--- src/hdl/sacache_ram.sv ---
// ----------------------------------------------------------------------------
// Generic RAM
// One write port and one read port, read data registered.
// ----------------------------------------------------------------------------
module sacache_ram #(
  parameter int WIDTH = 8,
  parameter int DEPTH = 16
) (
  input  logic                                    clk,
  input  logic                                    we,
  input  logic [((DEPTH > 1) ? $clog2(DEPTH) : 1)-1:0] waddr,
  input  logic [WIDTH-1:0]                        wdata,
  input  logic [((DEPTH > 1) ? $clog2(DEPTH) : 1)-1:0] raddr,
  output logic [WIDTH-1:0]                        rdata
);

  logic [WIDTH-1:0] mem [DEPTH];

  // Write port and registered read port.
  always_ff @(posedge clk) begin
    if (we) begin
      mem[waddr] <= wdata;
    end
    rdata <= mem[raddr];
  end

endmodule

--- config.mk ---
export PLATFORM = sky130hd
export DESIGN_NAME = sacache_ram
export DESIGN_NICKNAME = d
export VERILOG_FILES = /design/src/hdl/sacache_ram.sv
export SDC_FILE = /design/constraint.sdc
export NUM_CORES = 1
export LEC_CHECK = 0
export BUFFER_PORTS_ARGS = -buffer_cell sky130_fd_sc_hd__buf_2
export CELL_PAD_IN_SITES_DETAIL_PLACEMENT = 0
export CELL_PAD_IN_SITES_GLOBAL_PLACEMENT = 1
export CORE_MARGIN = 4
export CORE_UTILIZATION = 57
export CTS_CLUSTER_DIAMETER = 60
export DETAILED_ROUTE_END_ITERATION = 12
export PLACE_DENSITY_LB_ADDON = 0.1
export SETUP_SLACK_MARGIN = 0.5
export SLEW_MARGIN = 10
export SYNTH_ARGS = -nofsm -noshare
export SYNTH_HDL_FRONTEND = slang
export SYNTH_SLANG_ARGS = --single-unit
export TNS_END_PERCENT = 30
--- constraint.sdc ---
create_clock -name clk -period 3.3 [get_ports clk]
set_input_delay 0.99 -clock clk [delete_from_list [all_inputs] [get_ports clk]]
set_output_delay 0.99 -clock clk [all_outputs]
set_load 0.1 [all_outputs]
==> reports/results.ini <==
[global_routing]
antenna_found_initial = 0
grt.total_usage_pct = 20.7
grt.overflow.total = 0
grt_pass1_wl_um = 15000
grt_max_degree = 33
grt_pass1_vias = 2528

[power_and_ir_drop]
power_mw = 4.25
p_int_mw = 3.38
comb_power_share_pct = 6.1
p_per_area_nw_per_um2 = 694
swShare_pct = 20.4
clkPwrFrac_pct = 48.2
p_seq_share_pct = 45.7
p_switching_mw = 0.866
vdd.ir_drop.worst_mv = 0.357
leakage_nw = 2.11

[clock_network]
root_buffer = clkbuf_8
cts_max_path_buffers = 2
cts_sinks = 136
hold_buffers = 0
clk_latency_ns = 0.51
cts_setup_buffers = 0
cts_buffers = 17
path_clk_slew_ns = 0.06
post_cts_resized = 0
cts_tree = built
cts_max_level = 4

[place]
place_hpwl_um = 6060
post_dp_cell_area_um2 = 5480
io_buffers = 25
dp.cells = 371
place_congestion = 0.709

[floorplanning]
die_y_um = 103
placementRows = 34
coreArea_um2 = 8760
dieArea_um2 = 10600
initial_core_util_pct = 58.7
pin_count = 26
die_w_um = 103

[timing]
setup_viol = 0
fmax_mhz = 430
finalCriticalPeriod_ns = 2.32
grt_setup_unrepaired = no
max-slew-margin-rel_pct = 48.8
fin_skew_ns = 0.00902
finalSetupTns_ns = 0
drv_slew = 0
hold_viol_final = 0
period_share_pct = 70.4
tightestPinTransition_ns = 0.767

[logic_synthesis]
yosysSeqAreaShare_pct = 77.8
synth_top_area_share_pct = 74.7
syn-cell-area_um2 = 5150
synth_top_area_cell = edfxtp_1
ys.warnings.count = 0
synth_area_leaders = edfxtp_1 (75%), mux4_2 (7.9%), mux4_1 (7.1%), dfxtp_1 (3.1%), a22oi_1 (2.3%)
ys_types = 19
synth_nets = 247
syn_avg_cell_area_um2 = 22.5
synth_cells = 229
synth_seq_cells = 136

[hold_path]
whs_path_depth = 3
hold_end = rdata[3]$_DFF_P_
hp-start = mem[15][3]$_DFFE_PP_
min_path_type = register to register

[drt]
drc = 0
ant_nets = 0
drt_iter0_markers = 167
vias_per_cell = 6.21
detail_route.wl_per_cell_um = 24.5
routed_wl_um = 9870
vias = 2503
detail_route.first_pass.iterations = 4

[worst_setup_path]
reg2reg_depth = 3
reg2reg_to = rdata[7]$_DFF_P_
cp_slowest_cell = buf_2
worst_setup_path_end_kind = output pin
rrSetupSlack_ns = 1.95
worstPathMaxFanout = 1
required_ns = 2.31
crit_chain = buf_2
critPathLaunchType = register
critical_path_arrival_ns = 1.33
crit_path_max_incr_delay_ns = 0.45
crit_buf_inv = 1
path_delay_family = buffers and inverters
critPathKind = register to output pin
r2r_start = mem[11][7]$_DFFE_PP_

[finish]
area_growth_syn_to_layout_pct = 19.0
antenna_cells = 0
final_area_um2 = 6120
utilization_pct = 69.9
layout-drive-gt1-share_pct = 31.2
finalNetCount = 300
fin_cells = 403

[run]
drv_cap = 0

[run_status]
run_status = finished, final reports clean

[cell usage in the layout, fill, tap and decap left out, drive strengths merged, types with 2 or more instances in the layout]
cell type	n
bufinv	6
clkinvlp	2
dfxtp	8
nor2	13
a22oi	16
clkbuf	19
buf	44
nand2b	2
mux4	32
edfxtp	128
nand2	9
nor3	4
clkinv	5
nand3b	2
[final cells by class]
cell class / count / area [um2]
clock buffers: 19 / 422
clock inverters: 13 / 226
fillers: 537 / 2640
multi-input cells: 83 / 1060
flip-flops and latches: 136 / 4000
well taps: 108 / 135
repair buffers: 44 / 280
[power groups by stage]
| stage | Sequential [mW] | Clock [mW] | Combinational (mW) |
|---|---|---|---|
| final | 1.94 | 2.05 | 0.259 |
| after detailed placement | 1.98 | 0 | 0.261 |
| after global placement | 1.98 | 0 | 0.257 |
| after CTS | 1.94 | 2.07 | 0.262 |
| after global routing | 1.95 | 2.15 | 0.275 |
| after floorplan | 2.06 | 0 | 0.0980 |
[synthesized netlist by cell type, drive strengths merged]
cell type / n
mux4: 32
a22oi: 16
nand3: 1
dfxtp: 8
nor2: 13
nor3: 4
and2: 1
nand2b: 2
and2b: 1
clkdlybuf4s25: 3
or3b: 1
buf: 7
nand3b: 2
edfxtp: 128
nor2b: 1
nand2: 9
[sequential cells by signal (all words and copies together) (netlist names)]
signal and flops:
rdata 8, mem 128
[metrics by stage]
stage                     worst slack [ns]  hold WS, ns
final                                0.977        0.682
after global routing                 0.917        0.708
after CTS                            0.932        0.689
after detailed placement             0.770        0.672
after global placement               0.799        0.660
after floorplan                      0.817        0.629
[per-layer routing]
layer	track usage (%)	share of wire, %	up-vias
li1	-	-	1079
met1	29.0	43	1326
met2	30.8	49	86
met3	6.90	5.7	12
met4	7.37	1.9	0
met5	0	0	-
[how the worst max path moves through the flow]
stage | startpoint | endpoint | cells after the start
after detailed placement | raddr[1] | rdata[2]$_DFF_P_ | 5
after floorplan | waddr[2] | mem[0][0]$_DFFE_PP_ | 2
after global routing | rdata[6]$_DFF_P_ | rdata[6] | 1
after CTS | rdata[6]$_DFF_P_ | rdata[6] | 1
final | rdata[6]$_DFF_P_ | rdata[6] | 1
after global placement | raddr[1] | rdata[2]$_DFF_P_ | 5
[kinds of logic after synthesis]
kind of cell           after synthesis  synth area share (%)
DFF                                136                  77.8
and+or+nand+nor                     35                  3.18
muxes                               32                  15.0
AOI/OAI and AO/OA                   16                  2.33
buffers and inverters               10                  1.68
Note: power is estimated with default switching activity, not from simulation.
