$ cat src/hdl/sacache_pkg.sv
// ----------------------------------------------------------------------------
// Set-associative cache directory: shared package
// Types, register indexes and helpers used by the cache directory modules.
// ----------------------------------------------------------------------------
package sacache_pkg;

  // Stamp and statistics counter widths.
  localparam int STAMP_W = 64;
  localparam int CNT_W   = 32;

  // Configuration register indexes.
  localparam logic [7:0] REG_FIFO_POLICY = 8'd0;
  localparam logic [7:0] REG_WAYS_IN_USE = 8'd1;
  localparam logic [7:0] REG_OFFSET_BITS = 8'd2;
  localparam logic [7:0] REG_SET_BITS    = 8'd3;

  // Sequencer states.
  typedef enum logic [3:0] {
    ST_CLEAR  = 4'b0001,
    ST_IDLE   = 4'b0010,
    ST_SCAN   = 4'b0100,
    ST_UPDATE = 4'b1000
  } state_t;

  // Control from the sequencer to the compare unit.
  typedef struct packed {
    logic step;   // an entry is presented this cycle
    logic first;  // the entry is way 0 of the set
  } scan_ctl_t;

  // Status from the compare unit back to the sequencer.
  typedef struct packed {
    logic decided; // entry is invalid or matches: search ends here
    logic hit;     // entry is valid and its tag matches
  } scan_sts_t;

  // Saturating increment of a statistics counter.
  function automatic logic [CNT_W-1:0] sat_inc(input logic [CNT_W-1:0] v, input logic en);
    logic [CNT_W-1:0] r;
    r = v;
    if (en && (v != {CNT_W{1'b1}})) begin
      r = v + CNT_W'(1);
    end
    return r;
  endfunction

endpackage

$ cat src/hdl/sacache_scan.sv
// ----------------------------------------------------------------------------
// Cache directory compare unit
// Checks one directory entry per step against the lookup tag and keeps the
// oldest stamp seen so far in the set for victim selection.
// ----------------------------------------------------------------------------
module sacache_scan import sacache_pkg::*; #(
  parameter int TAG_W = 48,
  parameter int WAY_W = 3
) (
  input  logic               clk,
  input  scan_ctl_t          ctl,
  input  logic               ent_valid,
  input  logic [TAG_W-1:0]   ent_tag,
  input  logic [STAMP_W-1:0] ent_stamp,
  input  logic [TAG_W-1:0]   key_tag,
  input  logic [WAY_W-1:0]   cur_way,
  output scan_sts_t          sts,
  output logic [WAY_W-1:0]   pick_way
);

  logic [STAMP_W-1:0] best_stamp;
  logic [WAY_W-1:0]   best_way;
  logic               match;
  logic               cur_less;

  // Tag compare and stamp compare; ties keep the lower way.
  always_comb begin
    match       = ent_valid && (ent_tag == key_tag);
    cur_less    = ctl.first || (ent_stamp < best_stamp);
    sts.decided = !ent_valid || match;
    sts.hit     = match;
    pick_way    = cur_less ? cur_way : best_way;
  end

  // Running minimum over the valid, non-matching ways.
  always_ff @(posedge clk) begin
    if (ctl.step && !sts.decided && cur_less) begin
      best_stamp <= ent_stamp;
      best_way   <= cur_way;
    end
  end

endmodule

$ cat config.mk
export PLATFORM = sky130hd
export DESIGN_NAME = sacache_scan
export DESIGN_NICKNAME = d
export VERILOG_FILES = /design/src/hdl/sacache_pkg.sv /design/src/hdl/sacache_scan.sv
export SDC_FILE = /design/constraint.sdc
export NUM_CORES = 1
export LEC_CHECK = 0
export ABC_AREA = 1
export BUFFER_PORTS_ARGS = -buffer_cell sky130_fd_sc_hd__buf_2
export CAP_MARGIN = 20
export CORE_UTILIZATION = 45
export CTS_BUF_LIST = sky130_fd_sc_hd__clkbuf_4
export CTS_CLUSTER_SIZE = 28
export DETAILED_ROUTE_END_ITERATION = 10
export PLACE_DENSITY_LB_ADDON = 0.08
export RECOVER_POWER = 25
export SLEW_MARGIN = 5
export SYNTH_ARGS = -nofsm -noshare
export SYNTH_HDL_FRONTEND = slang
export SYNTH_SLANG_ARGS = --single-unit
$ cat constraint.sdc
create_clock -name clk -period 8.2 [get_ports clk]
set_clock_uncertainty 0.2 [all_clocks]
set_input_delay 1.64 -clock clk [delete_from_list [all_inputs] [get_ports clk]]
set_output_delay 1.64 -clock clk [all_outputs]
set_load 0.01 [all_outputs]
==> impl_metrics.yaml <==
cts:
  clk_path_buf_depth: 2
  cts_root_buffer: "clkbuf_4"
  insertion_delay_ns: 0.42
  hold_buffers: 0
  cts_buffers: 9
  cts.sinks: 67
  htreeDepth: 3
  cts_resized: 0
  cts.reportedPaths.clkPinSlew_ns: 0.13
  cts_tree: "done"
  post-cts-setup-buffer-count: 0
timing:
  relSlewSlack_pct: 69.3
  rsz0062_at_grt: "false"
  setup_violations: 0
  max_clock_freq_mhz: 198
  setup_slack_ns: 3.14
  fin_tns_setup_ns: 0
  fin_crit_ns: 5.06
  fin_crit_sh_pct: 61.7
  worstMarginPinSlew_ns: 0.461
  drv_slew: 0
  hold_violations: 0
route:
  vias: 3508
  ant_nets: 0
  drc_errors: 0
  wl_per_cell_microns: 12.0
  viasPerCell: 4.63
  drt_iter0_drc: 56
  first_pass_iters: 4
  wirelength_mm: 9.09
cells_and_area:
  nNetsFinal: 853
  area_delta_synth_final_pct: 27.3
  insertedDiodeCount: 0
  drive_above_1_share_pct: 27.2
  final_cell_mix: "buf_2, inv_1, nand2_1, edfxtp_1, ha_1"
  mostFrequentLayoutCell: "buf_2"
  utilization_pct: 59.2
worst_hold_path:
  hold_start: "best_stamp[62]"
  holdPathStages: 7
  hp-class: "register to register"
  holdPathEnd: "best_stamp[56]"
worst_setup_path:
  worst_setup_path_start_kind: "input pin"
  crit_start: "ent_stamp[5]"
  cp_num_buf_inv: 2
  rr_startpoint: "best_stamp[5]"
  crit_top_cell: "nand2_1"
  worstSetupEndpointType: "output port"
  worstSetupPathType: "input pin to output port"
  crit_family: "simple AND/OR/NAND/NOR gates"
  crit_required_ns: 6.36
  max_stage_delay_ns: 0.31
  r2r_setup_slack_ns: 5.05
  critPathSlowestCell: "ha_1"
  regToRegEndpoint: "best_stamp[54]"
  path_cells: "clkbuf_1 -> ha_1 -> a21oi_1 -> nor2_1 -> nor3_1 -> nand2_1 -> nand2_1 -> nand2_1 -> nand2_1 -> nand2_1 -> nand2_1 -> nand2_2 -> nand2_2 -> nand2_1 -> nand2_1 -> buf_2"
  crit_arrival_ns: 3.22
  ff2ff_path_depth: 15
  crit_path_max_fanout: 5
power:
  power_frac_clock_pct: 31.8
  pwr-share-comb_pct: 18.5
  power_uw: 801
  ir_worst_vdd_v: 0.0000829
  power_leakage_nw: 2.69
  pwr-share-seq_pct: 49.7
  switching_power_uw: 206
  powerDensity_mw_per_mm2: 146
  switching_share_pct: 25.8
  p_int_uw: 594
synthesis:
  seq_area_frac_synth_pct: 46.6
  ys_ff_latch: 67
  syn_inst: 440
  syn_avg_cell_area_sq_um: 9.81
  synth_cell_types: 20
  netlist_area_sq_mm: 0.00432
  syn-num-nets: 670
  yosysWarnings: 0
run_status:
  status: "completed"
placed_design:
  gp_congestion: 0.828
  dpl_worst_slack_ns: 3.12
  hpwl_mm: 7.57
  port_buffers: 171
floorplanning:
  rows: 35
  die_h_microns: 99.9
  dieArea_sq_mm: 0.00999
  core-area_sq_mm: 0.00928
  io_pins: 172
  start_util_pct: 46.5
  die_width_microns: 99.9
global_routing:
  grt_max_degree: 35
  grt_pass1_vias: 3493
  grt_pass1_wl_mm: 14.6
  grt_antenna_before_repair: 0
  grt-ovfl-total: 0
  grt_usage_pct: 18.8
run:
  cap_violations: 0
==> routing by layer <==
layer	part of all wire [%]	global-route usage (%)	up-vias
met5	0	0	-
met4	2.5	8.26	0
met3	7.3	5.36	16
met2	48	33.6	119
met1	42	20.7	1536
li1	-	-	1837
==> Yosys cell counts, drive strengths merged <==
cell	n	share of area, %
inv	80	7.0
nand2	77	6.8
edfxtp	67	47
ha	63	18
a21oi	31	3.6
nor2	28	2.4
xnor2	25	5.1
nand3	16	1.9
xor2	16	3.2
nor3	11	1.5
o21ai	9	1.0
nand4	6	0.87
or2	5	0.72
o21a	2	0.35
a211oi	1	0.17
buf	1	0.17
nor3b	1	0.17
nor4	1	0.15
==> worst max path at each step <==
stage               endpoint  slack (ns)  cells after the start
2_1_floorplan  best_stamp[0]        1.64                     12
3_3_place_gp     pick_way[2]        3.15                     16
3_5_place_dp     pick_way[2]        3.12                     16
4_1_cts          pick_way[2]        3.11                     16
5_1_grt          pick_way[2]        2.95                     16
6_report         pick_way[2]        3.14                     16
==> kinds of logic after synthesis <==
kind of cell / Yosys count / synth area share (%)
and+or+nand+nor: 145 / 14.5
buffers and inverters: 81 / 7.13
DFF: 67 / 46.6
adders and majority gates: 63 / 18.3
AOI/OAI and AO/OA: 43 / 5.16
xor gates and xnor gates: 41 / 8.32
==> sequential cells by signal, indices dropped and copies added, names as in the netlist <==
register and flops:
best_way 3, best_stamp 64
==> power groups by stage <==
stage               Combinational, mW  Sequential [mW]  Clock, mW
floorplan                      0.0801            0.407          0
global placement                0.145            0.406          0
detailed placement              0.150            0.407          0
CTS                             0.151            0.399      0.262
global route                    0.171            0.400      0.275
finish                          0.148            0.398      0.255
==> through the flow <==
step	hold slack [ns]	cell area, sq um	cells
after CTS	1.17	5510	756
after floorplan	1.54	4320	440
after detailed placement	1.20	5350	740
final	1.02	5500	757
after global placement	1.17	5350	740
after global routing	1.13	5500	757
==> cell type report <==
| cell class | instances | area, sq um |
|---|---|---|
| fillers | 892 | 3790 |
| repair buffers | 173 | 848 |
| well taps | 129 | 161 |
| flip-flops and latches | 67 | 2010 |
| clock buffers | 10 | 75.1 |
| clock inverters | 6 | 90.1 |
| inverters | 80 | 300 |
| multi-input cells | 292 | 2010 |
==> worst register-to-register path, cell delays in order, from the launching register on <==
cell and delay [ns]:
edfxtp_1 0.38, inv_1 0.06, ha_1 0.23, a21oi_1 0.13, nor2_1 0.05, nor3_1 0.13
nand2_1 0.09, nand2_1 0.06, nand2_1 0.06, nand2_1 0.06, nand2_1 0.07, nand2_1 0.08
nand2_2 0.11, a21oi_4 0.36, buf_12 0.24, buf_4 0.45
Power figures use the tool's default switching activity.
